==> src/rtl/core/tsgd_pkg.sv <==
// Package for the tachometer stepper gauge driver: widths, register codes, constants.
`timescale 1ns / 1ps
package tsgd_pkg;

	localparam int COUNT_WIDTH = 16;
	localparam int RATE_W      = 16;
	localparam int POS_W       = 10;
	localparam int DIFF_W      = (COUNT_WIDTH > 10) ? COUNT_WIDTH : 10;
	localparam int GAIN_W      = 16;
	localparam int PROD_W      = GAIN_W + DIFF_W;
	localparam int DIV_IN_W    = 20;
	localparam int QUO_MUL_W   = 21;
	localparam int QUO_SHIFT   = 30;
	localparam int QUO_W       = 11;
	localparam int CFG_IDX_W   = 3;
	localparam int CFG_DATA_W  = 16;
	localparam int WAIT_W      = 3;

	// floor(x / 1000) == (x * ceil(2^30 / 1000)) >> 30 for any 20-bit x
	localparam logic [QUO_MUL_W-1:0] QUO_MUL = 21'd1073742;

	// cycles from a rate or register change until the target register is current
	localparam logic [WAIT_W-1:0] TGT_LAT = 3'd4;

	localparam logic [CFG_IDX_W-1:0] REG_MIN_RATE     = 3'd0;
	localparam logic [CFG_IDX_W-1:0] REG_GAIN         = 3'd1;
	localparam logic [CFG_IDX_W-1:0] REG_OFFSET       = 3'd2;
	localparam logic [CFG_IDX_W-1:0] REG_MAX_POSITION = 3'd3;
	localparam logic [CFG_IDX_W-1:0] REG_MIN_STEP     = 3'd4;
	localparam logic [CFG_IDX_W-1:0] REG_HOME_STEPS   = 3'd5;

	localparam logic [9:0]  MIN_RATE_RST     = 10'd30;
	localparam logic [15:0] GAIN_RST         = 16'd3306;
	localparam logic [9:0]  OFFSET_RST       = 10'd19;
	localparam logic [9:0]  MAX_POSITION_RST = 10'd600;
	localparam logic [7:0]  MIN_STEP_RST     = 8'd5;
	localparam logic [9:0]  HOME_STEPS_RST   = 10'd601;

	// full-step coil patterns: bit0 A+, bit1 A-, bit2 B+, bit3 B-
	function automatic logic [3:0] phase_of(input logic [1:0] idx);
		logic [3:0] p;
		case (idx)
			2'd0: p = 4'h5;
			2'd1: p = 4'h9;
			2'd2: p = 4'hA;
			2'd3: p = 4'h6;
			default: p = 4'h5;
		endcase
		return p;
	endfunction

endpackage

==> src/rtl/core/tacho_stepper_gauge_driver_core.sv <==
// Top level of the tachometer stepper gauge driver: counting, target, stepping, output register.
`timescale 1ns / 1ps
// Every input transfer yields exactly one result transfer. Pulse edges are counted per
// measuring window and the count is latched as the rate at each window end. While no move
// runs, the target position comes from a four-stage target pipeline (subtract, multiply by
// gain, divide by 1000 through a reciprocal multiply, offset and clamp) fed by the latched
// rate and the registers. Items are taken one per cycle while the output can take a result
// and no item is held; an item that arrives while the needle is idle and either ends a window
// or follows a register write or window end before the target pipeline has caught up is held
// until the pipeline has caught up: its result is produced only then, and no input is taken
// while it is held. After reset a counter-clockwise homing run of 601 steps is pending; writes
// to home_steps are accepted and have no effect. The register port is always ready.
module tacho_stepper_gauge_driver_core
	import tsgd_pkg::*;
(
	input  logic                  clk,
	input  logic                  arst_n,
	input  logic                  s_axis_tvalid,
	output logic                  s_axis_tready,
	input  logic [7:0]            s_axis_tdata,  // [0] pulse_edge, [1] window_end, [2] step_tick
	output logic                  m_axis_tvalid,
	input  logic                  m_axis_tready,
	output logic [31:0]           m_axis_tdata,  // [3:0] phases, [13:4] needle_position,
	                                             // [29:14] rate, [30] moving
	input  logic                  cfg_valid,
	output logic                  cfg_ready,
	input  logic [CFG_IDX_W-1:0]  cfg_index,
	input  logic [CFG_DATA_W-1:0] cfg_data
);

	// registers
	logic [9:0]  min_rate_q;
	logic [15:0] gain_q;
	logic [9:0]  offset_q;
	logic [9:0]  max_position_q;
	logic [7:0]  min_step_q;

	// state
	logic [COUNT_WIDTH-1:0] pulse_count_q, latched_rate_q;
	logic [POS_W-1:0]       position_q, steps_left_q;
	logic [1:0]             seq_index_q;
	logic                   turn_ccw_q;
	logic [3:0]             phase_out_q;
	logic                   pend_q;
	logic [WAIT_W-1:0]      tgt_wait_q;

	// target pipeline
	logic                   below_s1, below_s2, below_s3;
	logic [DIFF_W-1:0]      diff_s1;
	logic [PROD_W-1:0]      prod_s2;
	logic                   big_s3;
	logic [QUO_W-1:0]       quo_s3;
	logic [POS_W-1:0]       tgt_s4;

	logic                   out_valid_q;
	logic [31:0]            out_data_q;

	logic                   in_acc, cfg_acc, out_free;
	logic                   edge_in, wend_in, tick_in;
	logic                   idle, eval_now, pend_set, pend_done, do_eval, do_tick, produce;
	logic [COUNT_WIDTH-1:0] pulse_n, latched_n;
	logic [POS_W-1:0]       position_n, steps_left_n, move_dist;
	logic [1:0]             seq_n;
	logic                   ccw_n;
	logic [3:0]             phase_n;
	logic [RATE_W-1:0]      rate_sat;
	logic [DIFF_W-1:0]      rate_x, min_x;
	logic [DIV_IN_W+QUO_MUL_W-1:0] quo_prod;
	logic [QUO_W:0]         tgt_sum;

	assign edge_in = s_axis_tdata[0];
	assign wend_in = s_axis_tdata[1];
	assign tick_in = s_axis_tdata[2];

	assign out_free      = !out_valid_q || m_axis_tready;
	assign s_axis_tready = !pend_q && out_free;
	assign in_acc        = s_axis_tvalid && s_axis_tready;
	assign cfg_ready     = 1'b1;
	assign cfg_acc       = cfg_valid && cfg_ready;

	assign idle      = (steps_left_q == '0);
	assign eval_now  = in_acc && idle && !wend_in && (tgt_wait_q == '0);
	assign pend_set  = in_acc && idle && !eval_now;
	assign pend_done = pend_q && (tgt_wait_q == '0) && out_free;
	assign do_eval   = eval_now || pend_done;
	assign do_tick   = in_acc && !idle && tick_in;
	assign produce   = (in_acc && !pend_set) || pend_done;

	// pulse counting and rate latch
	always_comb begin
		pulse_n   = pulse_count_q;
		latched_n = latched_rate_q;
		if (in_acc) begin
			if (wend_in) begin
				latched_n = pulse_count_q;
				pulse_n   = COUNT_WIDTH'(edge_in);
			end else if (edge_in && (pulse_count_q != {COUNT_WIDTH{1'b1}})) begin
				pulse_n = pulse_count_q + 1'b1;
			end
		end
	end

	generate
		if (COUNT_WIDTH > RATE_W) begin : g_rate_sat
			assign rate_sat = (|latched_n[COUNT_WIDTH-1:RATE_W]) ? {RATE_W{1'b1}}
			                                                      : latched_n[RATE_W-1:0];
		end else begin : g_rate_ext
			assign rate_sat = RATE_W'(latched_n);
		end
	endgenerate

	// stepping and move start
	assign move_dist = (tgt_s4 > position_q) ? (tgt_s4 - position_q) : (position_q - tgt_s4);

	always_comb begin
		position_n   = position_q;
		steps_left_n = steps_left_q;
		seq_n        = seq_index_q;
		ccw_n        = turn_ccw_q;
		phase_n      = phase_out_q;
		if (do_tick) begin
			phase_n      = phase_of(seq_index_q);
			seq_n        = seq_index_q + (turn_ccw_q ? 2'd3 : 2'd1);
			steps_left_n = steps_left_q - 1'b1;
		end else if (do_eval && (move_dist > {2'b00, min_step_q})) begin
			ccw_n        = (tgt_s4 < position_q);
			steps_left_n = move_dist;
			position_n   = tgt_s4;
		end
	end

	always_ff @(posedge clk or negedge arst_n) begin
		if (!arst_n) begin
			min_rate_q     <= MIN_RATE_RST;
			gain_q         <= GAIN_RST;
			offset_q       <= OFFSET_RST;
			max_position_q <= MAX_POSITION_RST;
			min_step_q     <= MIN_STEP_RST;
		end else if (cfg_acc) begin
			case (cfg_index)
				REG_MIN_RATE:     min_rate_q     <= cfg_data[9:0];
				REG_GAIN:         gain_q         <= cfg_data;
				REG_OFFSET:       offset_q       <= cfg_data[9:0];
				REG_MAX_POSITION: max_position_q <= cfg_data[9:0];
				REG_MIN_STEP:     min_step_q     <= cfg_data[7:0];
				REG_HOME_STEPS:   ;
				default:          ;
			endcase
		end
	end

	always_ff @(posedge clk or negedge arst_n) begin
		if (!arst_n) begin
			pulse_count_q  <= '0;
			latched_rate_q <= '0;
			position_q     <= '0;
			steps_left_q   <= HOME_STEPS_RST;
			seq_index_q    <= '0;
			turn_ccw_q     <= 1'b1;
			phase_out_q    <= '0;
			pend_q         <= 1'b0;
			tgt_wait_q     <= TGT_LAT;
			out_valid_q    <= 1'b0;
		end else begin
			pulse_count_q  <= pulse_n;
			latched_rate_q <= latched_n;
			position_q     <= position_n;
			steps_left_q   <= steps_left_n;
			seq_index_q    <= seq_n;
			turn_ccw_q     <= ccw_n;
			phase_out_q    <= phase_n;
			if (pend_set)
				pend_q <= 1'b1;
			else if (pend_done)
				pend_q <= 1'b0;
			if (cfg_acc || (in_acc && wend_in))
				tgt_wait_q <= TGT_LAT;
			else if (tgt_wait_q != '0)
				tgt_wait_q <= tgt_wait_q - 1'b1;
			if (produce)
				out_valid_q <= 1'b1;
			else if (m_axis_tready)
				out_valid_q <= 1'b0;
		end
	end

	always_ff @(posedge clk) begin
		if (produce)
			out_data_q <= {1'b0, (steps_left_n != '0), rate_sat, position_n, phase_n};
	end

	// target pipeline: stage 1 subtract, stage 2 gain product, stage 3 divide, stage 4 clamp
	assign rate_x   = DIFF_W'(latched_rate_q);
	assign min_x    = DIFF_W'(min_rate_q);
	assign quo_prod = prod_s2[DIV_IN_W-1:0] * QUO_MUL;
	assign tgt_sum  = {1'b0, quo_s3} + (QUO_W+1)'(offset_q);

	always_ff @(posedge clk) begin
		below_s1 <= (rate_x < min_x);
		diff_s1  <= rate_x - min_x;
		below_s2 <= below_s1;
		prod_s2  <= gain_q * diff_s1;
		below_s3 <= below_s2;
		big_s3   <= |prod_s2[PROD_W-1:DIV_IN_W];
		quo_s3   <= quo_prod[QUO_SHIFT+QUO_W-1:QUO_SHIFT];
		if (below_s3)
			tgt_s4 <= '0;
		else if (big_s3 || (tgt_sum > (QUO_W+1)'(max_position_q)))
			tgt_s4 <= max_position_q;
		else
			tgt_s4 <= tgt_sum[POS_W-1:0];
	end

	assign m_axis_tvalid = out_valid_q;
	assign m_axis_tdata  = out_data_q;

	a_pend_blocks_input: assert property (@(posedge clk) disable iff (!arst_n)
		pend_q |-> !s_axis_tready)
		else $error("input taken while an evaluation is pending");

	a_idle_keeps_phase: assert property (@(posedge clk) disable iff (!arst_n)
		(in_acc && idle) |=> $stable(phase_out_q))
		else $error("coil pattern changed on an idle item");

	a_move_from_idle: assert property (@(posedge clk) disable iff (!arst_n)
		!$stable(position_q) |-> ($past(steps_left_q) == '0))
		else $error("needle position changed during a move");

	a_one_result: assert property (@(posedge clk) disable iff (!arst_n)
		(in_acc && !idle) |=> m_axis_tvalid)
		else $error("stepping item gave no result");

endmodule
==> config.mk <==
export PLATFORM = sky130hd
export DESIGN_NAME = tacho_stepper_gauge_driver_core
export DESIGN_NICKNAME = d
export VERILOG_FILES = /design/src/rtl/core/tsgd_pkg.sv /design/src/rtl/core/tacho_stepper_gauge_driver_core.sv
export SDC_FILE = /design/constraint.sdc
export NUM_CORES = 1
export LEC_CHECK = 0
export BUFFER_PORTS_ARGS = -buffer_cell sky130_fd_sc_hd__buf_2
export CAP_MARGIN = 10
export CORE_ASPECT_RATIO = 0.75
export CORE_UTILIZATION = 50
export CTS_BUF_LIST = sky130_fd_sc_hd__clkbuf_4 sky130_fd_sc_hd__clkbuf_8
export CTS_CLUSTER_SIZE = 8
export DETAILED_ROUTE_END_ITERATION = 12
export PLACE_DENSITY = 0.66
export SKIP_CTS_REPAIR_TIMING = 1
export SLEW_MARGIN = 20
export SYNTH_ARGS = -nofsm -noshare
export SYNTH_HDL_FRONTEND = slang
export SYNTH_SLANG_ARGS = --single-unit
==> constraint.sdc <==
create_clock -name clk -period 17.1 [get_ports clk]
set_clock_uncertainty 0.2 [all_clocks]
set_input_delay 0.855 -clock clk [delete_from_list [all_inputs] [get_ports clk]]
set_output_delay 0.855 -clock clk [all_outputs]
set_load 0.03 [all_outputs]
Word-level counts from Yosys, hierarchy flattened

Index checks and enable logic that the tools add are counted.

Flip-flop bits (word level): 222
Bits of input ports: 32
Output and inout port bits: 35
Word-level logic and storage cells: 110

Bitwise operators: 1
Add/sub/neg operators: 8
Equality and inequality tests: 8
Reductions and logical operators: 43
Multiply operators: 2
$lt $le $gt $ge: 5
Muxes and demuxes: 19

Operator list:

| operator                                                               | count |
|---|---|
| 16-bit two-way mux                                                     | 4 |
| 10-bit two-way mux                                                     | 6 |
| 20-bit by 20-bit multiplier with 40-bit output (second input constant) | 1 |
| 16-bit by 16-bit multiplier with 32-bit output                         | 1 |
| 10-bit subtractor                                                      | 2 |
| 16-bit by 1-bit adder with 16-bit output (second input constant)       | 1 |
| 16-bit by 10-bit < comparator with 1-bit output                        | 1 |
| 16-bit != test (second input constant)                                 | 1 |
| 4-bit one-hot mux with 4 select lines                                  | 1 |
| 16-bit by 10-bit subtractor with 16-bit output                         | 1 |
| 1-bit logical AND                                                      | 14 |
| 2-bit AND reduction                                                    | 7 |
| 11-bit by 10-bit adder with 12-bit output                              | 1 |
| 12-bit by 10-bit > comparator with 1-bit output                        | 1 |
| 12-bit OR reduction                                                    | 1 |
| 10-bit > comparator                                                    | 1 |
| 10-bit by 8-bit > comparator with 1-bit output                         | 1 |
| 10-bit logical NOT                                                     | 1 |
| 10-bit < comparator                                                    | 1 |
| 10-bit nonzero test                                                    | 1 |
| 10-bit by 1-bit subtractor with 10-bit output (second input constant)  | 1 |
| 2-bit nonzero test                                                     | 4 |
| 3-bit by 2-bit == test with 1-bit output (second input constant)       | 2 |
| 1-bit logical NOT                                                      | 6 |
| other kinds (15)                                                       | 25 |

Longest topological paths before layout

Depth in word-level cells: 13
Gate-level depth with buffers: 24
Depth with buffers taken out: 23

Least setup slack after synthesis

OpenSTA, ideal clock, no wires.

Path kind: reg-to-reg
Start point: register gain_q[11]
End point: register prod_s2[30]
Setup time: 72 ps
Required time: 16828 ps
Setup slack: 10647 ps
Path buffers: 1
Period minus slack after synthesis: 6453 ps
Data arrival time: 6181 ps
Stages on the path, launching flop included: 23
Cell sequence: dfstp_2 -> clkbuf_1 -> nand2_1 -> fa_1 -> fa_1 -> fa_1 -> inv_1 -> fa_1 -> fa_1 -> inv_1 -> fa_1 -> inv_1 -> ha_1 -> a21oi_1 -> o211a_1 -> o21ai_0 -> a311oi_1 -> o31a_1 -> o21ai_1 -> o41ai_1 -> o21bai_1 -> a21oi_1 -> xnor2_1

Longest elaborated chain between the ends: 1

Ends and longest elaborated chain:

| item                                           | RTL line                               | RTL |
|---|---|---|
| start, declared                                | tacho_stepper_gauge_driver_core.sv:33  | `logic [15:0] gain_q;` |
| start signal, assigned                         | tacho_stepper_gauge_driver_core.sv:142 | `REG_GAIN: gain_q <= cfg_data;` |
| 16-bit by 16-bit multiplier with 32-bit output | tacho_stepper_gauge_driver_core.sv:202 | `prod_s2 <= gain_q * diff_s1;` |
| end signal, assigned                           | tacho_stepper_gauge_driver_core.sv:202 |  |
| end, declared                                  | tacho_stepper_gauge_driver_core.sv:50  | `logic [PROD_W-1:0] prod_s2;` |

Every way passes these cells.
A chain may end at the register's enable or synchronous reset.

Worst setup path after layout

Start point: register gain_q[10]
End point: register prod_s2[30]

Same word-level chain as after synthesis.

==> qor.csv <==
stage,metric,value,unit
outcome,outcome,"finished, final reports clean",
logic_synthesis,synth top area cells,"fa_1 (24%), ha_1 (18%), dfrtp_1 (9.6%)",
hold_path,worst hold path type,in2async,
cells_and_area,Antenna diodes,0,
worst_setup_path,R2R Path Start,gain_q[10],
detailed_routing,routed len/inst,16.84,µm
sta,RSZ-0062 raised after global routing,no,
place,gpl congestion,0.8912,
worst_setup_path,"critical path fanouts, max",17,
cells_and_area,Final nets,3155,
cts,clk buf depth,3,
worst_setup_path,worst r2r dst,prod_s2[30],
logic_synthesis,average size of a mapped cell,9.652,µm²
sta,setup violators final,0,
sta,period utilisation layout,43.65,%
worst_setup_path,Worst EP arrival,7.73,ns
sta,TNS Setup,0,ns
logic_synthesis,sequential element share of the synthesized area,22.72,%
logic_synthesis,cell area after synthesis,23680,µm²
cts,# clock sinks,222,
place,Port Buf Inserts,59,
floorplan,# IOs,67,
detailed_routing,via count,16700,
worst_setup_path,CP endpoint kind,flop,
sta,Hold Fails Final Rpt,0,
cts,H-Tree Depth,2,
cts,Clock Latency Late Sink,0.57,ns
detailed_routing,WL final,53.24,mm
worst_setup_path,WS Path Type,reg2reg,
detailed_routing,DRT Pass-1 Iters,5,
cts,TritonCTS Buffers,37,
global_routing,total congestion overflow,0,
global_routing,vias in the first global route,17660,
global_routing,first-pass GRT wire length,88.71,mm
worst_setup_path,flop2flop setup slack,9.64,ns
detailed_routing,highest metal used,met4,
cells_and_area,Area Overhead vs Synth,7.235,%
logic_synthesis,#FFs+latches synth,222,
detailed_routing,vias per std cell,5.283,
global_routing,initial antenna violation count,1,
sta,Max Freq,134.0,MHz
cells_and_area,# fillers,4189,
cells_and_area,non-filler instance count after layout,3161,
detailed_routing,met2 routed WL,24.27,mm
detailed_routing,DRC,0,
logic_synthesis,fraction of registers with async set/reset,53.15,%
worst_setup_path,Startpoint Class,flop,
detailed_routing,"antenna viol nets, final",0,
logic_synthesis,synth unique cells,79,
place,Placed Cells,3093,
floorplan,die extent in x,253.3,µm
cells_and_area,layout cells sized above 1,8.811,%
logic_synthesis,main flop type after synthesis,dfrtp_1,
sta,fin. max-slew vios,0,
sta,relative slew slack,26.54,%
floorplan,Rows,68,
worst_setup_path,Setup crit end,prod_s2[30],
floorplan,core area,46370,µm²
cells_and_area,most frequent cells in the layout,"inv_1 (506), ha_1 (338), fa_1 (283)",
detailed_routing,1st-iter DRT viols,708,
logic_synthesis,Ys Warns,0,
floorplan,Die ar.,48230,µm²
worst_setup_path,Worst Path Required,17.37,ns
floorplan,die height,190.5,µm
worst_setup_path,reg2reg path depth,21,
global_routing,GRT Util Overall,23.18,%
global_routing,largest net degree at the start of global routing,61,
sta,Least-Margin Pin Slew,1.099,ns
detailed_routing,met1 WL,25.08,mm
sta,minimum clock period,7.464,ns
floorplan,starting density of the core,51.06,%
worst_setup_path,worst setup path startpoint,gain_q[10],
cts,root cell of the clock tree,clkbuf_8,
detailed_routing,DR WL met3,2.964,mm
logic_synthesis,Yosys top cell area share,23.93,%
logic_synthesis,syn nets,3106,
cts,CTS tree,yes,
logic_synthesis,largest area contributor in the netlist,fa_1,
cts,"Reg clk slew, reported paths",0.06,ns
flow_run,Max Cap Viol,0,
cells_and_area,"commonest non-fill, non-tap cell in the layout",inv_1,
logic_synthesis,number of flops mapped to enable cells by yosys,31,
logic_synthesis,Synth Instances,2453,
place,placed wire-length estimate,41.99,mm
[worst max-delay path, cell delays in order, from the launching register on]
cell	delay [ns]
dfstp_2	0.86
nand2_1	0.15
fa_1	0.53
fa_1	0.51
fa_1	0.51
inv_1	0.05
fa_1	0.49
fa_1	0.49
inv_1	0.05
fa_1	0.49
inv_1	0.06
ha_1	0.34
a21oi_1	0.22
o211a_1	0.20
o21ai_0	0.19
a311oi_1	0.71
o31a_1	0.26
o21ai_1	0.11
o41ai_1	0.47
o21bai_1	0.12
a21oi_1	0.18
xnor2_1	0.16
[routing by layer]
layer	global-route usage (%)	up-vias
li1	-	7914
met1	32.83	8334
met2	37.71	370
met3	3.276	82
met4	5.105	0
met5	0	-
[per-stage QoR]
| stage | utilization, % | worst slack (ns) | cell area, µm² | hold WS [ns] |
|---|---|---|---|---|
| floorplan | - | 10.65 | 23680 | 0.1096 |
| global placement | 53.07 | 9.861 | 24610 | 0.1163 |
| detailed placement | 53.07 | 9.765 | 24610 | 0.1175 |
| CTS | 54.75 | 9.728 | 25390 | 0.1303 |
| global route | 54.75 | 9.335 | 25390 | 0.1410 |
| finish | 54.75 | 9.636 | 25390 | 0.1272 |
[state kept, by name, indices dropped and copies added, names as in the netlist, 8 cells and up]
| signal | count |
|---|---|
| prod_s2 | 32 |
| tgt_s4 | 10 |
| gain_q | 16 |
| m_axis_tdata | 31 |
| quo_s3 | 11 |
| position_q | 10 |
| steps_left_q | 10 |
| min_step_q | 8 |
| diff_s1 | 16 |
| latched_rate_q | 16 |
| min_rate_q | 10 |
| max_position_q | 10 |
| offset_q | 10 |
| pulse_count_q | 16 |
[logic make-up (layout without fill, tap and decap cells)]
family | Yosys count | count (layout) | synth area share (%)
and+or+nand+nor | 626 | 626 | 12.90
adders and majority gates | 621 | 621 | 41.79
buffers and inverters | 565 | 643 | 9.074
AOI/OAI and AO/OA | 290 | 290 | 8.229
DFF | 222 | 222 | 22.72
xor gates and xnor gates | 71 | 71 | 2.627
muxes | 56 | 56 | 2.627
other | 2 | 2 | 0.03172
[synth_stat cells (46+ instances only)]
| library cell | count |
|---|---|
| inv_1 | 506 |
| ha_1 | 338 |
| fa_1 | 283 |
| nand2_1 | 259 |
| and2_1 | 128 |
| dfrtp_1 | 91 |
| nor2_1 | 81 |
| dfxtp_1 | 73 |
| o21ai_0 | 65 |
| a21oi_1 | 58 |
| clkbuf_1 | 48 |
| xnor2_1 | 46 |
[area by class of cell]
type,instances,area [µm²],share of cell area (%)
sequential,222,5379,21.19
inverter,506,1899,7.481
clock buffer,60,719.4,2.834
multi-input combinational,1666,16170,63.69
tap,630,788.3,3.105
clock inverter,8,58.81,0.2316
timing repair buffer,69,372.9,1.469
[worst min-delay path by stage]
stage              from                 to  slack (ns)  cells past startpoint
2_1_floorplan  below_s1           below_s2        0.11                      0
3_3_place_gp   below_s2           below_s3        0.12                      0
3_5_place_dp   below_s2           below_s3        0.12                      0
4_1_cts        below_s2           below_s3        0.13                      0
5_1_grt        below_s2           below_s3        0.14                      0
6_report         arst_n  pulse_count_q[13]        0.13                      1
Power is not shown: default switching activity piles up to over one toggle a cycle in this logic, so the estimate is an artifact.
